**config.mk**
```make
export PLATFORM = sky130hd
export DESIGN_NAME = byte_range_header_parser
export DESIGN_NICKNAME = d
export VERILOG_FILES = /design/src/rtl/brhp_pkg.sv /design/src/rtl/byte_range_header_parser.sv /design/src/rtl/brhp_front.sv /design/src/rtl/brhp_queue.sv /design/src/rtl/brhp_back.sv
export VERILOG_INCLUDE_DIRS = /design/src /design/src/rtl
export SDC_FILE = /design/constraint.sdc
export NUM_CORES = 2
export LEC_CHECK = 0
export BUFFER_PORTS_ARGS = -buffer_cell sky130_fd_sc_hd__buf_2
export CORE_MARGIN = 3
export CORE_UTILIZATION = 58
export CTS_BUF_LIST = sky130_fd_sc_hd__clkbuf_2 sky130_fd_sc_hd__clkbuf_4 sky130_fd_sc_hd__clkbuf_8
export DETAILED_ROUTE_END_ITERATION = 6
export GPL_TIMING_DRIVEN = 0
export PLACE_DENSITY = 0.75
export SKIP_CTS_REPAIR_TIMING = 1
export SLEW_MARGIN = 20
export SYNTH_ARGS = -nofsm -noshare
export SYNTH_HDL_FRONTEND = slang
export SYNTH_SLANG_ARGS = --single-unit
```
**constraint.sdc**
```tcl
create_clock -name clock -period 13.2 [get_ports clock]
set_input_delay 1.32 -clock clock [delete_from_list [all_inputs] [get_ports clock]]
set_output_delay 1.32 -clock clock [all_outputs]
set_load 0.05 [all_outputs]
```
**src/rtl/byte_range_header_parser_assert.svh**
```systemverilog
// Assertion macros shared by the byte-range header parser modules.
// Depends on nothing; included by the modules that carry assertions.
`ifndef BYTE_RANGE_HEADER_PARSER_ASSERT_SVH
`define BYTE_RANGE_HEADER_PARSER_ASSERT_SVH

// The consequent must hold in the same cycle as the antecedent.
`define BRHP_ASSERT_NOW(label, clk, rst, ante, cons) \
   label: assert property (@(posedge clk) disable iff (rst) (ante) |-> (cons)) \
      else $error("brhp: same-cycle check failed");

// The consequent must hold in the cycle after the antecedent.
`define BRHP_ASSERT_NEXT(label, clk, rst, ante, cons) \
   label: assert property (@(posedge clk) disable iff (rst) (ante) |=> (cons)) \
      else $error("brhp: next-cycle check failed");

`endif

```
**src/rtl/brhp_pkg.sv**
```systemverilog
// Shared types, constants and helper functions of the byte-range header parser.
// Depends on nothing; used by every module of the block.
package brhp_pkg;

   localparam int unsigned VAL_W       = 64;
   localparam int unsigned CHAR_W      = 8;
   localparam int unsigned QUEUE_DEPTH = 4;
   localparam int unsigned QPTR_W      = $clog2(QUEUE_DEPTH);
   localparam int unsigned QCNT_W      = $clog2(QUEUE_DEPTH + 1);
   localparam int unsigned PREFIX_LEN  = 5;
   localparam int unsigned PROG_W      = 3;

   localparam logic [PROG_W-1:0] PREFIX_DONE = PROG_W'(PREFIX_LEN);

   // Character codes.
   localparam logic [CHAR_W-1:0] CH_EQUALS = 8'h3D;
   localparam logic [CHAR_W-1:0] CH_COMMA  = 8'h2C;
   localparam logic [CHAR_W-1:0] CH_DASH   = 8'h2D;
   localparam logic [CHAR_W-1:0] CH_ZERO   = 8'h30;
   localparam logic [CHAR_W-1:0] CH_NINE   = 8'h39;
   localparam logic [CHAR_W-1:0] CH_SPACE  = 8'h20;
   localparam logic [CHAR_W-1:0] CH_TAB    = 8'h09;
   localparam logic [CHAR_W-1:0] CH_CR     = 8'h0D;

   // Result codes.
   localparam logic KIND_RANGE      = 1'b0;
   localparam logic KIND_VERDICT    = 1'b1;
   localparam logic VERDICT_PRESENT = 1'b0;
   localparam logic VERDICT_INVALID = 1'b1;

   typedef enum logic [1:0] {
      HDR_PREFIX,
      HDR_RANGES,
      HDR_REJECTED
   } hdr_phase_type;

   typedef enum logic [1:0] {
      RNG_LEAD,
      RNG_START,
      RNG_END,
      RNG_TRAIL
   } rng_phase_type;

   // One closed header event handed from the front end to the back end.
   typedef struct packed {
      logic             has_range;
      logic [VAL_W-1:0] start_val;
      logic [VAL_W-1:0] end_val;
      logic             start_has;
      logic             end_has;
      logic             has_verdict;
      logic             hdr_ok;
   } brhp_entry_type;

   // Letters of the unit word, indexed by the number already matched.
   function automatic logic [CHAR_W-1:0] word_char(input logic [PROG_W-1:0] idx);
      logic [CHAR_W-1:0] c;
      case (idx)
         3'd0:    c = 8'h62;
         3'd1:    c = 8'h79;
         3'd2:    c = 8'h74;
         3'd3:    c = 8'h65;
         3'd4:    c = 8'h73;
         default: c = 8'h00;
      endcase
      return c;
   endfunction

   // Space, tab, line feed, vertical tab, form feed and carriage return.
   function automatic logic is_ws(input logic [CHAR_W-1:0] c);
      return (c == CH_SPACE) || ((c >= CH_TAB) && (c <= CH_CR));
   endfunction

endpackage

```
**src/rtl/byte_range_header_parser.sv**
```systemverilog
// Top level of the byte-range header parser: resource size register, front
// end, event queue and back end. Depends on brhp_pkg and the brhp_* modules.
//
//   Channel   Direction  Handshake               Payload
//   req_      in         req_valid / req_stall   req_ch, req_last
//   rsp_      out        rsp_valid / rsp_stall   rsp_kind, rsp_first_byte, rsp_last_byte,
//                                                rsp_verdict, rsp_end_of_run
//   csr_      in         csr_write_en            csr_write_data (resource size)
//
// One character is taken every cycle while req_stall is low; the front end classifies it in
// the cycle it arrives. A range or verdict passes from the queue through the offset stage to
// the output register, each step waiting while the stage ahead is held by a stall; a verdict
// that follows a range of the same entry waits in the offset stage until the range has issued.
// The four-entry queue between front and back sets how far req_ runs ahead of a stalled rsp_.
// Synchronous reset clears all control state and the resource size; no clearing pass is needed.
// req_stall rises only while the queue is full.

module byte_range_header_parser (
   input  logic                         clock,
   input  logic                         reset,
   input  logic                         req_valid,
   output logic                         req_stall,
   input  logic [brhp_pkg::CHAR_W-1:0]  req_ch,
   input  logic                         req_last,
   output logic                         rsp_valid,
   input  logic                         rsp_stall,
   output logic                         rsp_kind,
   output logic [brhp_pkg::VAL_W-1:0]   rsp_first_byte,
   output logic [brhp_pkg::VAL_W-1:0]   rsp_last_byte,
   output logic                         rsp_verdict,
   output logic                         rsp_end_of_run,
   input  logic                         csr_write_en,
   input  logic [brhp_pkg::VAL_W-1:0]   csr_write_data
);

   logic [brhp_pkg::VAL_W-1:0]   resource_size_ff, resource_size_in;
   logic                         q_push, q_full, q_pop, q_head_valid;
   brhp_pkg::brhp_entry_type     q_push_entry, q_head_entry;

   // Resource size register.
   assign resource_size_in = csr_write_en ? csr_write_data : resource_size_ff;

   always_ff @(posedge clock) begin
      if (reset) begin
         resource_size_ff <= '0;
      end else begin
         resource_size_ff <= resource_size_in;
      end
   end

   brhp_front u_front (
      .clock     (clock),
      .reset     (reset),
      .req_valid (req_valid),
      .req_stall (req_stall),
      .req_ch    (req_ch),
      .req_last  (req_last),
      .q_full    (q_full),
      .q_push    (q_push),
      .q_entry   (q_push_entry)
   );

   brhp_queue u_queue (
      .clock      (clock),
      .reset      (reset),
      .push       (q_push),
      .push_entry (q_push_entry),
      .full       (q_full),
      .pop        (q_pop),
      .head_valid (q_head_valid),
      .head_entry (q_head_entry)
   );

   brhp_back u_back (
      .clock          (clock),
      .reset          (reset),
      .size           (resource_size_ff),
      .head_valid     (q_head_valid),
      .head_entry     (q_head_entry),
      .pop            (q_pop),
      .rsp_valid      (rsp_valid),
      .rsp_stall      (rsp_stall),
      .rsp_kind       (rsp_kind),
      .rsp_first_byte (rsp_first_byte),
      .rsp_last_byte  (rsp_last_byte),
      .rsp_verdict    (rsp_verdict),
      .rsp_end_of_run (rsp_end_of_run)
   );

endmodule

```
**src/rtl/brhp_front.sv**
```systemverilog
// Front end of the byte-range header parser: accepts characters, tracks the
// header and range state, and queues each well-formed closed range and each verdict.
// Depends on brhp_pkg.
`include "byte_range_header_parser_assert.svh"

module brhp_front (
   input  logic                         clock,
   input  logic                         reset,
   input  logic                         req_valid,
   output logic                         req_stall,
   input  logic [brhp_pkg::CHAR_W-1:0]  req_ch,
   input  logic                         req_last,
   input  logic                         q_full,
   output logic                         q_push,
   output brhp_pkg::brhp_entry_type     q_entry
);

   brhp_pkg::hdr_phase_type             hp_ff, hp_in, hp_post;
   logic [brhp_pkg::PROG_W-1:0]         pp_ff, pp_in, pp_post;
   brhp_pkg::rng_phase_type             rp_ff, rp_in, rp_post;
   logic [brhp_pkg::VAL_W-1:0]          sv_ff, sv_in, sv_post;
   logic [brhp_pkg::VAL_W-1:0]          ev_ff, ev_in, ev_post;
   logic                                sh_ff, sh_in, sh_post;
   logic                                eh_ff, eh_in, eh_post;
   logic                                brk_ff, brk_in, brk_post;
   logic                                comma_close;

   logic                                fire;
   logic                                ch_ws, ch_digit, ch_equals, ch_comma, ch_dash;
   logic [brhp_pkg::VAL_W-1:0]          acc_sel;
   logic [brhp_pkg::VAL_W+3:0]          acc_sum;
   logic [brhp_pkg::VAL_W-1:0]          acc_new;
   logic                                acc_ovf;
   logic                                cur_ok, post_ok;

   // A range can be kept only if unbroken, past its dash and holding a number.
   function automatic logic range_ok(input logic brk, input brhp_pkg::rng_phase_type rp,
                                     input logic sh, input logic eh);
      return !brk && ((rp == brhp_pkg::RNG_END) || (rp == brhp_pkg::RNG_TRAIL)) && (sh || eh);
   endfunction

   // The queue applies back-pressure straight to the request channel.
   assign req_stall = q_full;
   assign fire      = req_valid && !q_full;

   // Character classes.
   assign ch_ws     = brhp_pkg::is_ws(req_ch);
   assign ch_digit  = (req_ch >= brhp_pkg::CH_ZERO) && (req_ch <= brhp_pkg::CH_NINE);
   assign ch_equals = (req_ch == brhp_pkg::CH_EQUALS);
   assign ch_comma  = (req_ch == brhp_pkg::CH_COMMA);
   assign ch_dash   = (req_ch == brhp_pkg::CH_DASH);

   // Decimal accumulate: acc * 10 + digit, with any carry out of 64 bits as overflow.
   assign acc_sel = (rp_ff == brhp_pkg::RNG_END) ? ev_ff : sv_ff;
   assign acc_sum = ({4'b0, acc_sel} << 3) + ({4'b0, acc_sel} << 1)
                  + {{(brhp_pkg::VAL_W){1'b0}}, req_ch[3:0]};
   assign acc_new = acc_sum[brhp_pkg::VAL_W-1:0];
   assign acc_ovf = |acc_sum[brhp_pkg::VAL_W+3:brhp_pkg::VAL_W];

   // Next state: effect of the character on the header and range state.
   always_comb begin : post_calc
      hp_post     = hp_ff;
      pp_post     = pp_ff;
      rp_post     = rp_ff;
      sv_post     = sv_ff;
      ev_post     = ev_ff;
      sh_post     = sh_ff;
      eh_post     = eh_ff;
      brk_post    = brk_ff;
      comma_close = 1'b0;
      case (hp_ff)
         brhp_pkg::HDR_PREFIX: begin
            if (ch_equals) begin
               hp_post = (pp_ff == brhp_pkg::PREFIX_DONE) ? brhp_pkg::HDR_RANGES
                                                         : brhp_pkg::HDR_REJECTED;
            end else if (ch_ws) begin
               if (pp_ff != '0 && pp_ff != brhp_pkg::PREFIX_DONE) begin
                  hp_post = brhp_pkg::HDR_REJECTED;
               end
            end else if (pp_ff != brhp_pkg::PREFIX_DONE &&
                         req_ch == brhp_pkg::word_char(pp_ff)) begin
               pp_post = pp_ff + 1'b1;
            end else begin
               hp_post = brhp_pkg::HDR_REJECTED;
            end
         end
         brhp_pkg::HDR_RANGES: begin
            if (ch_comma) begin
               comma_close = 1'b1;
            end else begin
               case (rp_ff)
                  brhp_pkg::RNG_LEAD: begin
                     if (ch_ws) begin
                        rp_post = brhp_pkg::RNG_LEAD;
                     end else if (ch_digit) begin
                        rp_post = brhp_pkg::RNG_START;
                        sh_post = 1'b1;
                        if (acc_ovf) brk_post = 1'b1;
                        else sv_post = acc_new;
                     end else if (ch_dash) begin
                        rp_post = brhp_pkg::RNG_END;
                     end else begin
                        brk_post = 1'b1;
                        rp_post  = brhp_pkg::RNG_TRAIL;
                     end
                  end
                  brhp_pkg::RNG_START: begin
                     if (ch_digit) begin
                        sh_post = 1'b1;
                        if (acc_ovf) brk_post = 1'b1;
                        else sv_post = acc_new;
                     end else if (ch_dash) begin
                        rp_post = brhp_pkg::RNG_END;
                     end else begin
                        brk_post = 1'b1;
                        rp_post  = brhp_pkg::RNG_TRAIL;
                     end
                  end
                  brhp_pkg::RNG_END: begin
                     if (ch_digit) begin
                        eh_post = 1'b1;
                        if (acc_ovf) brk_post = 1'b1;
                        else ev_post = acc_new;
                     end else if (ch_ws) begin
                        rp_post = brhp_pkg::RNG_TRAIL;
                     end else begin
                        brk_post = 1'b1;
                        rp_post  = brhp_pkg::RNG_TRAIL;
                     end
                  end
                  default: begin
                     if (!ch_ws) brk_post = 1'b1;
                  end
               endcase
            end
         end
         default: begin
            hp_post = hp_ff;
         end
      endcase
   end

   // Register update: the last character clears the header, a comma the range.
   always_comb begin : state_next
      hp_in  = hp_ff;
      pp_in  = pp_ff;
      rp_in  = rp_ff;
      sv_in  = sv_ff;
      ev_in  = ev_ff;
      sh_in  = sh_ff;
      eh_in  = eh_ff;
      brk_in = brk_ff;
      if (fire) begin
         if (req_last || comma_close) begin
            hp_in  = req_last ? brhp_pkg::HDR_PREFIX : hp_post;
            pp_in  = req_last ? '0 : pp_post;
            rp_in  = brhp_pkg::RNG_LEAD;
            sv_in  = '0;
            ev_in  = '0;
            sh_in  = 1'b0;
            eh_in  = 1'b0;
            brk_in = 1'b0;
         end else begin
            hp_in  = hp_post;
            pp_in  = pp_post;
            rp_in  = rp_post;
            sv_in  = sv_post;
            ev_in  = ev_post;
            sh_in  = sh_post;
            eh_in  = eh_post;
            brk_in = brk_post;
         end
      end
   end

   // Outputs: a comma closes the range as it stood; the last character closes
   // the range as it stands after that character, and brings the verdict.
   always_comb begin : queue_out
      cur_ok  = range_ok(brk_ff, rp_ff, sh_ff, eh_ff);
      post_ok = range_ok(brk_post, rp_post, sh_post, eh_post);
      q_entry.has_range   = comma_close ? cur_ok
                          : (req_last && hp_post == brhp_pkg::HDR_RANGES && post_ok);
      q_entry.start_val   = comma_close ? sv_ff : sv_post;
      q_entry.end_val     = comma_close ? ev_ff : ev_post;
      q_entry.start_has   = comma_close ? sh_ff : sh_post;
      q_entry.end_has     = comma_close ? eh_ff : eh_post;
      q_entry.has_verdict = req_last;
      q_entry.hdr_ok      = (hp_post == brhp_pkg::HDR_RANGES);
      q_push = fire && (q_entry.has_range || req_last);
   end

   // State registers.
   always_ff @(posedge clock) begin
      if (reset) begin
         hp_ff  <= brhp_pkg::HDR_PREFIX;
         pp_ff  <= '0;
         rp_ff  <= brhp_pkg::RNG_LEAD;
         sv_ff  <= '0;
         ev_ff  <= '0;
         sh_ff  <= 1'b0;
         eh_ff  <= 1'b0;
         brk_ff <= 1'b0;
      end else begin
         hp_ff  <= hp_in;
         pp_ff  <= pp_in;
         rp_ff  <= rp_in;
         sv_ff  <= sv_in;
         ev_ff  <= ev_in;
         sh_ff  <= sh_in;
         eh_ff  <= eh_in;
         brk_ff <= brk_in;
      end
   end

   // Prefix progress never passes the full word, and ranges need the full word.
   `BRHP_ASSERT_NOW(a_prog_bound, clock, reset, 1'b1, pp_ff <= brhp_pkg::PREFIX_DONE)
   `BRHP_ASSERT_NOW(a_ranges_after_word, clock, reset, hp_ff == brhp_pkg::HDR_RANGES, pp_ff == brhp_pkg::PREFIX_DONE)

endmodule

```
**src/rtl/brhp_queue.sv**
```systemverilog
// Short queue of closed header events between the front and back ends.
// Depends on brhp_pkg.
`include "byte_range_header_parser_assert.svh"

module brhp_queue (
   input  logic                      clock,
   input  logic                      reset,
   input  logic                      push,
   input  brhp_pkg::brhp_entry_type  push_entry,
   output logic                      full,
   input  logic                      pop,
   output logic                      head_valid,
   output brhp_pkg::brhp_entry_type  head_entry
);

   brhp_pkg::brhp_entry_type          store_ff [brhp_pkg::QUEUE_DEPTH];
   logic [brhp_pkg::QPTR_W-1:0]       wr_ptr_ff, wr_ptr_in;
   logic [brhp_pkg::QPTR_W-1:0]       rd_ptr_ff, rd_ptr_in;
   logic [brhp_pkg::QCNT_W-1:0]       cnt_ff, cnt_in;

   assign full       = (cnt_ff == brhp_pkg::QCNT_W'(brhp_pkg::QUEUE_DEPTH));
   assign head_valid = (cnt_ff != '0);
   assign head_entry = store_ff[rd_ptr_ff];

   // Pointer and fill count update.
   always_comb begin
      wr_ptr_in = wr_ptr_ff;
      rd_ptr_in = rd_ptr_ff;
      cnt_in    = cnt_ff;
      if (push) begin
         wr_ptr_in = (wr_ptr_ff == brhp_pkg::QPTR_W'(brhp_pkg::QUEUE_DEPTH - 1))
                   ? '0 : wr_ptr_ff + 1'b1;
      end
      if (pop) begin
         rd_ptr_in = (rd_ptr_ff == brhp_pkg::QPTR_W'(brhp_pkg::QUEUE_DEPTH - 1))
                   ? '0 : rd_ptr_ff + 1'b1;
      end
      if (push && !pop) cnt_in = cnt_ff + 1'b1;
      else if (pop && !push) cnt_in = cnt_ff - 1'b1;
   end

   always_ff @(posedge clock) begin
      if (reset) begin
         wr_ptr_ff <= '0;
         rd_ptr_ff <= '0;
         cnt_ff    <= '0;
      end else begin
         wr_ptr_ff <= wr_ptr_in;
         rd_ptr_ff <= rd_ptr_in;
         cnt_ff    <= cnt_in;
      end
   end

   // Entry storage.
   always_ff @(posedge clock) begin
      if (push) store_ff[wr_ptr_ff] <= push_entry;
   end

   // The front end must never write a full queue, nor the back end read an empty one.
   `BRHP_ASSERT_NOW(a_no_overflow, clock, reset, push, !full)
   `BRHP_ASSERT_NOW(a_pop_nonempty, clock, reset, pop, cnt_ff != '0)
   `BRHP_ASSERT_NOW(a_cnt_bound, clock, reset, 1'b1, cnt_ff <= brhp_pkg::QCNT_W'(brhp_pkg::QUEUE_DEPTH))

endmodule

```
**src/rtl/brhp_back.sv**
```systemverilog
// Back end of the byte-range header parser: works out offsets against the
// resource size, drops empty ranges, and issues ranges and verdicts.
// Depends on brhp_pkg.
`include "byte_range_header_parser_assert.svh"

module brhp_back (
   input  logic                         clock,
   input  logic                         reset,
   input  logic [brhp_pkg::VAL_W-1:0]   size,
   input  logic                         head_valid,
   input  brhp_pkg::brhp_entry_type     head_entry,
   output logic                         pop,
   output logic                         rsp_valid,
   input  logic                         rsp_stall,
   output logic                         rsp_kind,
   output logic [brhp_pkg::VAL_W-1:0]   rsp_first_byte,
   output logic [brhp_pkg::VAL_W-1:0]   rsp_last_byte,
   output logic                         rsp_verdict,
   output logic                         rsp_end_of_run
);

   // Offset stage.
   logic                                s1_valid_ff, s1_valid_in;
   logic                                s1_has_range_ff, s1_has_verdict_ff, s1_hdr_ok_ff;
   logic [brhp_pkg::VAL_W-1:0]          s1_start_ff, s1_end_ff, s1_lim_ff;
   logic                                range_done_ff, range_done_in;
   logic                                kept_ff, kept_in;

   // Output register.
   logic                                rsp_valid_ff, rsp_valid_in;
   logic                                rsp_kind_ff, rsp_verdict_ff, rsp_end_of_run_ff;
   logic [brhp_pkg::VAL_W-1:0]          rsp_first_byte_ff, rsp_last_byte_ff;

   logic                                out_free, keep, emit_range, emit_verdict, s1_done;
   logic [brhp_pkg::VAL_W-1:0]          end_clamp, lim_new, start_new, end_new;

   // Offsets of a queued range; all arithmetic wraps at 64 bits.
   assign lim_new   = size - 1'b1;
   assign start_new = head_entry.start_has ? head_entry.start_val : size - head_entry.end_val;
   assign end_new   = (head_entry.start_has && head_entry.end_has) ? head_entry.end_val
                                                                  : lim_new;

   // Clamp the end and keep the range only if it is not empty.
   assign end_clamp = (s1_end_ff > s1_lim_ff) ? s1_lim_ff : s1_end_ff;
   assign keep      = s1_has_range_ff && (s1_start_ff <= s1_end_ff) && (s1_start_ff <= s1_lim_ff);

   // Issue sequencing: a kept range goes first, the verdict of the same entry after it.
   assign out_free     = !rsp_valid_ff || !rsp_stall;
   assign emit_range   = s1_valid_ff && out_free && keep && !range_done_ff;
   assign emit_verdict = s1_valid_ff && out_free && s1_has_verdict_ff && !(keep && !range_done_ff);
   assign s1_done      = s1_valid_ff && out_free && !(emit_range && s1_has_verdict_ff);
   assign pop          = head_valid && (!s1_valid_ff || s1_done);

   always_comb begin
      s1_valid_in = s1_valid_ff;
      if (pop) s1_valid_in = 1'b1;
      else if (s1_done) s1_valid_in = 1'b0;

      range_done_in = range_done_ff;
      if (emit_range && s1_has_verdict_ff) range_done_in = 1'b1;
      else if (s1_done) range_done_in = 1'b0;

      kept_in = kept_ff;
      if (emit_range) kept_in = 1'b1;
      else if (emit_verdict) kept_in = 1'b0;

      rsp_valid_in = rsp_valid_ff;
      if (emit_range || emit_verdict) rsp_valid_in = 1'b1;
      else if (rsp_valid_ff && !rsp_stall) rsp_valid_in = 1'b0;
   end

   always_ff @(posedge clock) begin
      if (reset) begin
         s1_valid_ff   <= 1'b0;
         range_done_ff <= 1'b0;
         kept_ff       <= 1'b0;
         rsp_valid_ff  <= 1'b0;
      end else begin
         s1_valid_ff   <= s1_valid_in;
         range_done_ff <= range_done_in;
         kept_ff       <= kept_in;
         rsp_valid_ff  <= rsp_valid_in;
      end
   end

   // Offset stage payload.
   always_ff @(posedge clock) begin
      if (pop) begin
         s1_has_range_ff   <= head_entry.has_range;
         s1_has_verdict_ff <= head_entry.has_verdict;
         s1_hdr_ok_ff      <= head_entry.hdr_ok;
         s1_start_ff       <= start_new;
         s1_end_ff         <= end_new;
         s1_lim_ff         <= lim_new;
      end
   end

   // Output payload; it only changes when the slot is free, so a stalled transaction holds.
   always_ff @(posedge clock) begin
      if (emit_range) begin
         rsp_kind_ff       <= brhp_pkg::KIND_RANGE;
         rsp_first_byte_ff <= s1_start_ff;
         rsp_last_byte_ff  <= end_clamp;
         rsp_verdict_ff    <= brhp_pkg::VERDICT_PRESENT;
         rsp_end_of_run_ff <= 1'b0;
      end else if (emit_verdict) begin
         rsp_kind_ff       <= brhp_pkg::KIND_VERDICT;
         rsp_first_byte_ff <= '0;
         rsp_last_byte_ff  <= '0;
         rsp_verdict_ff    <= (s1_hdr_ok_ff && kept_ff) ? brhp_pkg::VERDICT_PRESENT
                                                        : brhp_pkg::VERDICT_INVALID;
         rsp_end_of_run_ff <= 1'b1;
      end
   end

   assign rsp_valid      = rsp_valid_ff;
   assign rsp_kind       = rsp_kind_ff;
   assign rsp_first_byte = rsp_first_byte_ff;
   assign rsp_last_byte  = rsp_last_byte_ff;
   assign rsp_verdict    = rsp_verdict_ff;
   assign rsp_end_of_run = rsp_end_of_run_ff;

   // A half-issued entry stays in the stage; ranges are non-empty; the kept flag restarts per header.
   `BRHP_ASSERT_NOW(a_done_needs_entry, clock, reset, range_done_ff, s1_valid_ff && s1_has_verdict_ff)
   `BRHP_ASSERT_NOW(a_range_fields, clock, reset, rsp_valid_ff && rsp_kind_ff == brhp_pkg::KIND_RANGE, !rsp_end_of_run_ff && rsp_first_byte_ff <= rsp_last_byte_ff)
   `BRHP_ASSERT_NEXT(a_kept_cleared, clock, reset, emit_verdict, !kept_ff)

endmodule

```
# Word level (Yosys, flattened, before mapping)
# Memories as Yosys holds them, arrays and structs flattened. A register that Yosys moved wholly into a read port is not among the register bits.
# Cells that the tools add are included.
dict set report word_totals {
  regBits 538
  latchBits 0
  mem_bits_rw 532
  romBits 0
  output_inout_bits 133
  mem_count 1
}
# memory depth word_bits read_ports rd_ports_with_merged_regs write_ports line_no
set mem_list {}
lappend mem_list {u_queue.store_ff 4 133 1 1 1 brhp_queue.sv:16} ;# brhp_pkg::brhp_entry_type store_ff [brhp_pkg::QUEUE_DEPTH];
dict set report op_classes {
  n_addsub 9
  mul 0
  div 0
  magnitude_cmp 7
  eq_ne 21
  n_shift 0
  n_mux 91
  n_bitwise 0
  n_reduce_logical 60
}
# operator count
set ops {}
lappend ops {{64-bit two-way mux} 21}
lappend ops {{64-bit <= comparator} 2}
lappend ops {{64-bit one-hot mux with 2 select lines} 1}
lappend ops {{67-bit by 65-bit adder with 68-bit output} 1}
lappend ops {{68-bit by 4-bit adder with 68-bit output} 1}
lappend ops {{64-bit > comparator} 1}
lappend ops {{64-bit by 1-bit subtractor with 64-bit output, second input constant} 1}
lappend ops {{64-bit subtractor} 1}
lappend ops {{2-bit two-way mux} 19}
lappend ops {{1-bit two-way mux} 35}
lappend ops {{7-bit one-hot mux with 5 select lines} 1}
lappend ops {{8-bit by 6-bit equality test with 1-bit output, second input constant} 4}
lappend ops {{1-bit logical AND} 28}
lappend ops {{3-bit two-way mux} 8}
lappend ops {{8-bit two-way mux} 3}
lappend ops {{2-bit equality test, second input constant} 6}
lappend ops {{1-bit zero test} 11}
lappend ops {{1-bit logical OR} 10}
lappend ops {{2-bit nonzero test} 5}
lappend ops {{3-bit equality test, second input constant} 3}
lappend ops {{8-bit equality test} 1}
lappend ops {{8-bit by 4-bit greater-or-equal comparator with 1-bit output, second input constant} 1}
lappend ops {{8-bit by 6-bit greater-or-equal comparator with 1-bit output, second input constant} 1}
lappend ops {{8-bit by 4-bit <= comparator with 1-bit output, second input constant} 1}
lappend ops {{other kinds (15)} 22}

# Depth between registers and ports, before layout
dict set report logic_depth {
  ltp_word 22
  depth_mapped 21
}

# By module
# A second synthesis with hierarchy kept.
dict set report unflattened {
  cells_unflattened 4671
  hier_area_um2 56487.9
}
# mod instances cells_each area_each_um2
set modules_own_cells {}
lappend modules_own_cells {brhp_back 1 2261 22676.7}
lappend modules_own_cells {brhp_queue 1 739 19611.3}
lappend modules_own_cells {brhp_front 1 1465 11908.9}
lappend modules_own_cells {byte_range_header_parser 1 206 2290.9}

# Worst setup path before layout
# Ideal clock, no wire load.
dict set report synth_path {
  path_type {input to register}
  startpoint {input req_ch[7] in the netlist's numbering}
  endpoint {memory u_queue.store_ff[0][0] in the netlist's numbering (enable)}
  arrival_ps 6212
  required_time_ps 12692
  setup_slack_ps 6480
  cell_stages 6
  n_path_buf 0
  path_cell_list {nor3b_1 and4b_1 nand3_1 or4b_2 a21oi_1 and2_1}
}
dict set report synth_via {
  elab_chain_len 17
}
# item line_no
set synth_lines {}
lappend synth_lines {{start, declared} byte_range_header_parser.sv:23} ;# input logic [brhp_pkg::CHAR_W-1:0] req_ch,
lappend synth_lines {{8-bit by 6-bit greater-or-equal comparator with 1-bit output, or another cell as far along} brhp_front.sv:48} ;# assign ch_digit = (req_ch >= brhp_pkg::CH_ZERO) && (req_ch <= brhp_pkg::CH_NINE);
lappend synth_lines {{1-bit logical AND, or another cell as far along} brhp_front.sv:48}
lappend synth_lines {{2-bit two-way mux or 1-bit logical OR (tied branches)} {brhp_front.sv:95, brhp_pkg.sv:71}}
lappend synth_lines {{2-bit two-way mux or 1-bit two-way mux (tied branches)} {brhp_front.sv:93, brhp_front.sv:124, brhp_front.sv:132}}
lappend synth_lines {{2-bit one-hot mux with 3 select lines or 1-bit two-way mux (tied branches)} {brhp_front.sv:91, brhp_front.sv:120}}
lappend synth_lines {{2-bit two-way mux or 1-bit one-hot mux with 3 select lines (tied branches)} {brhp_front.sv:88, brhp_front.sv:91}}
lappend synth_lines {{2-bit two-way mux or 1-bit two-way mux (tied branches)} {brhp_front.sv:71, brhp_front.sv:88}}
lappend synth_lines {{2-bit equality test or 1-bit two-way mux (tied branches)} {brhp_front.sv:39, brhp_front.sv:71}}
lappend synth_lines {{1-bit logical OR or 1-bit zero test (tied branches)} brhp_front.sv:39} ;# return !brk && ((rp == brhp_pkg::RNG_END) || (rp == brhp_pkg::RNG_TRAIL)) && (sh || eh);
lappend synth_lines {{1-bit logical AND (2 in series)} brhp_front.sv:39}
lappend synth_lines {{1-bit logical AND} brhp_front.sv:182} ;# : (req_last && hp_post == brhp_pkg::HDR_RANGES && post_ok);
lappend synth_lines {{1-bit two-way mux (*)} brhp_front.sv:181} ;# q_entry.has_range = comma_close ? cur_ok
lappend synth_lines {{1-bit logical OR (*)} brhp_front.sv:189} ;# q_push = fire && (q_entry.has_range || req_last);
lappend synth_lines {{1-bit logical AND (*)} brhp_front.sv:189}
lappend synth_lines {{net q_push} byte_range_header_parser.sv:37} ;# logic q_push, q_full, q_pop, q_head_valid;
lappend synth_lines {{1-bit two-way mux (*)} brhp_queue.sv:56} ;# if (push) store_ff[wr_ptr_ff] <= push_entry;
lappend synth_lines {{1-bit two-way mux (implied by the code) (*)} brhp_queue.sv:56}
lappend synth_lines {{end, declared} brhp_queue.sv:16}
# Mark *: on every way through the listed nets, which the timed path passes. The rest lies on a longest branch.

==> metrics list <==
* Run status: completed
- Dividing the detail-routed wire length by the instance count gives 23.9 µm.
- Yosys mapped a number of flops with a built-in enable equal to 855.
- Power spread over the standard cell area amounts to 212 nW/µm².
- After synthesis, the share of flip-flops with an asynchronous set or reset is 0%.
- For this run, the number of Yosys warnings is 0.
* Kind of critical path: register to register
* Most used flip-flop cell after synthesis: edfxtp_1
- Of the total power, the share spent switching nets is 40.1%.
* Via/cell ratio: 6.11
- Across the run, the number of max-cap violations was 0.
- The detailed router placed 38955 vias in this run.
* Crit path capture type: register
- Once routing completed, OpenROAD measured the worst setup slack at 5300 ps.
- Starting density of the core: 59.1%
* Cell breakdown of the critical path: nand2b_1 -> clkbuf_1 -> clkbuf_1 -> mux2_2 -> ha_1 -> ha_1 -> a21o_1 -> a2111o_1 -> o21ai_2 -> o31ai_2 -> a31oi_1 -> o2111ai_2 -> a41o_1 -> nor4_2 -> buf_6 -> nand2_1 -> clkbuf_1 -> clkbuf_1 -> o21ai_0
* Clock tree from TritonCTS: done
- After filler insertion, the fill cell instance count of the layout stands at 7112.
- Global routing usage summed across all routing layers: 30.6%
- Count of nets left with antenna violations after detail routing: 0
- Pin count of the biggest net entering global routing: 65
- Post-Syn Nets: 5077
* Reported net switching power: 5.27 mW
- Power share of the clock group: 20.9%
- Final Instance Area: 62000 µm²
* Period minus WS final: 7900 ps
- Global-route wire length before repair: 228 mm
- Clock-pin slew was measured on the worst setup and hold paths at 70 ps.
- Number of global-route vias before repair: 37734
- The first detailed-routing pass ran for 6 iterations.
- For this run, the top clock speed supported by timing is 127 MHz.
* Die Footprint: 99700 µm²
- Counting the buffers created by CTS gives 162.
* Fraction of layout instances using a drive strength above 1: 15.5%
- The mapped netlist covers 55600 µm².
- Maximum number of buffers from clock root to sink: 3
- Flop pwr share: 37.3%
- The internal power of the cells totals 7.87 mW.
* Number of top-level pins: 211
* Post-synthesis cell type count: 88
- Half-perimeter wire length after placement: 120 mm
- In this run the worst hold path is classified as register to register.
* Syn Area/Cell: 12.1 µm²
- Later-pin clock latency in the skew report: 850 ps
- Total number of clock tree sinks: 1072
- Summing internal, switching and leakage power gives 13.1 mW.
* Total wire length after detailed routing: 152 mm
- Between clock sinks in the finished design, the worst skew comes to 53.1 ps.
- For the pin with the worst max-slew slack, the measured transition is 1140 ps.
- Required arrival time at the worst endpoint: 13710 ps
- The initial antenna violation count is 6.
* Slew HR: 24.0%
- Once placement finished, the instance area stood at 58700 µm².
- Area delta synth->final: 11.5%
- Nets: 5466
- Most used cell along the critical path: clkbuf_1
- The max-slew violation count is 0.
* Post-layout util: 65.9%
- Gate count after technology mapping: 4602
- # setup viols final: 0
* Maximum level of the CTS H-tree: 4
- Measured along the x axis, the die boundary spans 316 µm.
* DRC violation count after routing: 0
* Setup repair after global routing missed its margin: no
- Combinational cells account for 41.8% of the total power.
* Overflow after GRT: 0
* Kind of launch point of the worst setup path: register
* Die height: 316 µm
- The initialized floorplan defines 112 standard-cell rows.
- The tree is rooted in a clkbuf_8.
- Data arrives at the worst endpoint at 8410 ps.
* Biggest cell delay along the critical path: 770 ps
- In this run the static leakage power is 24.6 nW.
- Maximum fanout along the worst path: 10
- In this run the tool buffered the top-level ports with 207 buffer cells.
* Post-route clock period utilization: 59.9%
- The share of the Yosys chip area taken by registers is 53.9%.
* First DRT Iteration DRCs: 3680
* Highest-delay cell along the critical path: o21ai_0
- IR analysis of the VDD net gives a maximum drop of 111 µV.
- Timing analysis after detailed placement gives a worst setup slack of 5470 ps.
- Sum of negative setup slack: 0 ps
- At the end of routability-driven placement, the weighted congestion stood at 0.976.
- The synthesized design contains 1072 register bits.
- Final hold viol count: 0
- In this run the standard cell core region covers 94200 µm².
-- path summary, 6_finish.rpt --
| check | startpoint | to | slack [ps] | depth (start not counted) |
|---|---|---|---|---|
| max | u_front.rp_ff[0] | u_queue.store_ff[2][15] | 5300 | 19 |
| max reg2reg | u_front.rp_ff[0] | u_queue.store_ff[2][15] | 5300 | 19 |
| min | u_back.kept_ff | u_back.kept_ff | 460 | 2 |
| min reg2reg | u_back.kept_ff | u_back.kept_ff | 460 | 2 |
-- cell type report --
class	count	area (µm²)	share of cell area, %
inverters	244	916	1.48
clock inverters	59	447	0.720
well taps	1254	1570	2.53
repair buffers	225	1490	2.39
multi-input cells	3075	23900	38.5
plain buffers	211	896	1.44
flip-flops and latches	1072	30000	48.4
diodes	2	5.00	0.00807
clock buffers	232	2840	4.57
-- state kept, by name, indices dropped and copies added (netlist names), 3 cells and up, named ones only --
name                   flops
u_back.rsp_first_byte     64
u_back.s1_lim_ff          64
u_front.sv_ff             64
u_back.s1_start_ff        64
resource_size_ff          64
u_front.ev_ff             64
u_back.s1_end_ff          64
u_back.rsp_last_byte      64
u_queue.cnt_ff             3
u_front.pp_ff              3
u_queue.store_ff         532
-- Yosys cell counts (6+ instances only) --
cell / count / area share (%)
xnor2_1: 93 / 1.5
nor2b_1: 22 / 0.25
buf_6: 9 / 0.18
nand3b_1: 10 / 0.13
a211o_1: 11 / 0.17
a21o_1: 154 / 2.1
a21oi_1: 263 / 2.4
clkbuf_1: 155 / 1.0
inv_1: 244 / 1.6
or4_1: 16 / 0.22
ha_1: 393 / 8.8
o2bb2ai_1: 112 / 1.8
nor3b_1: 6 / 0.081
mux2_2: 94 / 1.9
a21boi_0: 12 / 0.16
nor4_1: 32 / 0.36
or3_1: 13 / 0.15
a22o_1: 12 / 0.19
edfxtp_1: 855 / 46
or2_2: 8 / 0.090
o21ai_0: 276 / 2.5
a31oi_1: 23 / 0.26
o21bai_1: 32 / 0.43
mux4_2: 132 / 5.3
nand2b_1: 15 / 0.17
and3_1: 21 / 0.24
buf_1: 23 / 0.16
o211ai_1: 11 / 0.15
nand4_1: 75 / 0.84
mux2i_1: 137 / 2.5
nand3_1: 51 / 0.46
a41oi_1: 7 / 0.11
nand2_1: 346 / 2.3
o21a_1: 20 / 0.27
a211oi_1: 17 / 0.23
xor2_1: 83 / 1.3
and4_1: 6 / 0.094
nor3_1: 49 / 0.44
dfxtp_1: 217 / 7.8
and2_1: 86 / 0.97
o31ai_1: 20 / 0.27
nor2_1: 333 / 2.2
buf_2: 23 / 0.21
-- power groups by stage --
stage                     registers, mW  logic, mW  clock network, mW
final                              4.90       5.49               2.75
after global routing               4.95       5.98               2.94
after CTS                          4.89       5.46               2.79
after detailed placement           4.95       5.43                  0
after global placement             5.05       5.25                  0
after floorplan                    5.37       3.31                  0
-- metrics by stage --
step	hold WS (ps)	cells
2_1_floorplan	431	4602
3_3_place_gp	441	6063
3_5_place_dp	445	6081
4_1_cts	453	6372
5_1_grt	490	6373
6_report	456	6374
-- critical path, delay by kind of cell (launching register included) --
kind                     cells  cell delay (ps)
multiplexers                 1              440
adder cells (fa/ha/maj)      2              620
buffers and inverters        5             2130
AO/OA/AOI/OAI                8             3020
flip-flops                   1              450
AND/OR/NAND/NOR              3              880
-- layout by cell type (no fill, tap or decap), drive strengths merged, types with 21 or more instances in the layout --
master / Yosys / routed
and3: 21 / 21
buf: 56 / 280
o2bb2ai: 112 / 112
and2: 86 / 86
edfxtp: 855 / 855
inv: 244 / 252
clkbuf: 155 / 388
nor2b: 22 / 22
mux4: 132 / 132
xor2: 83 / 83
o21bai: 32 / 32
mux2: 96 / 96
nor2: 333 / 333
nand3: 51 / 51
clkinv: 0 / 43
o31ai: 21 / 21
mux2i: 137 / 137
a31oi: 23 / 23
dfxtp: 217 / 217
ha: 393 / 393
nor4: 37 / 37
nand4: 75 / 75
o21ai: 281 / 281
nand2: 347 / 347
a21o: 154 / 154
a21oi: 264 / 264
nor3: 49 / 49
xnor2: 93 / 93
-- per-layer routing --
layer,routed length [µm],track usage [%],vias to the layer above
met5,13,0,-
met4,6460,13.3,2
met3,12300,4.96,277
met2,68400,47.2,1655
met1,65000,43.4,18894
li1,-,-,18127
-- kinds of logic after synthesis --
logic type               after synthesis  share of synthesized area, %
AND/OR/NAND/NOR                     1104                          9.34
flip-flops                          1072                          53.9
AO/OA/AOI/OAI                       1033                          12.0
buffers and inverters                455                          3.25
adder cells (fa/ha/maj)              397                          8.98
multiplexers                         365                          9.75
XOR/XNOR                             176                          2.77
(Power assumes the default switching activity.)
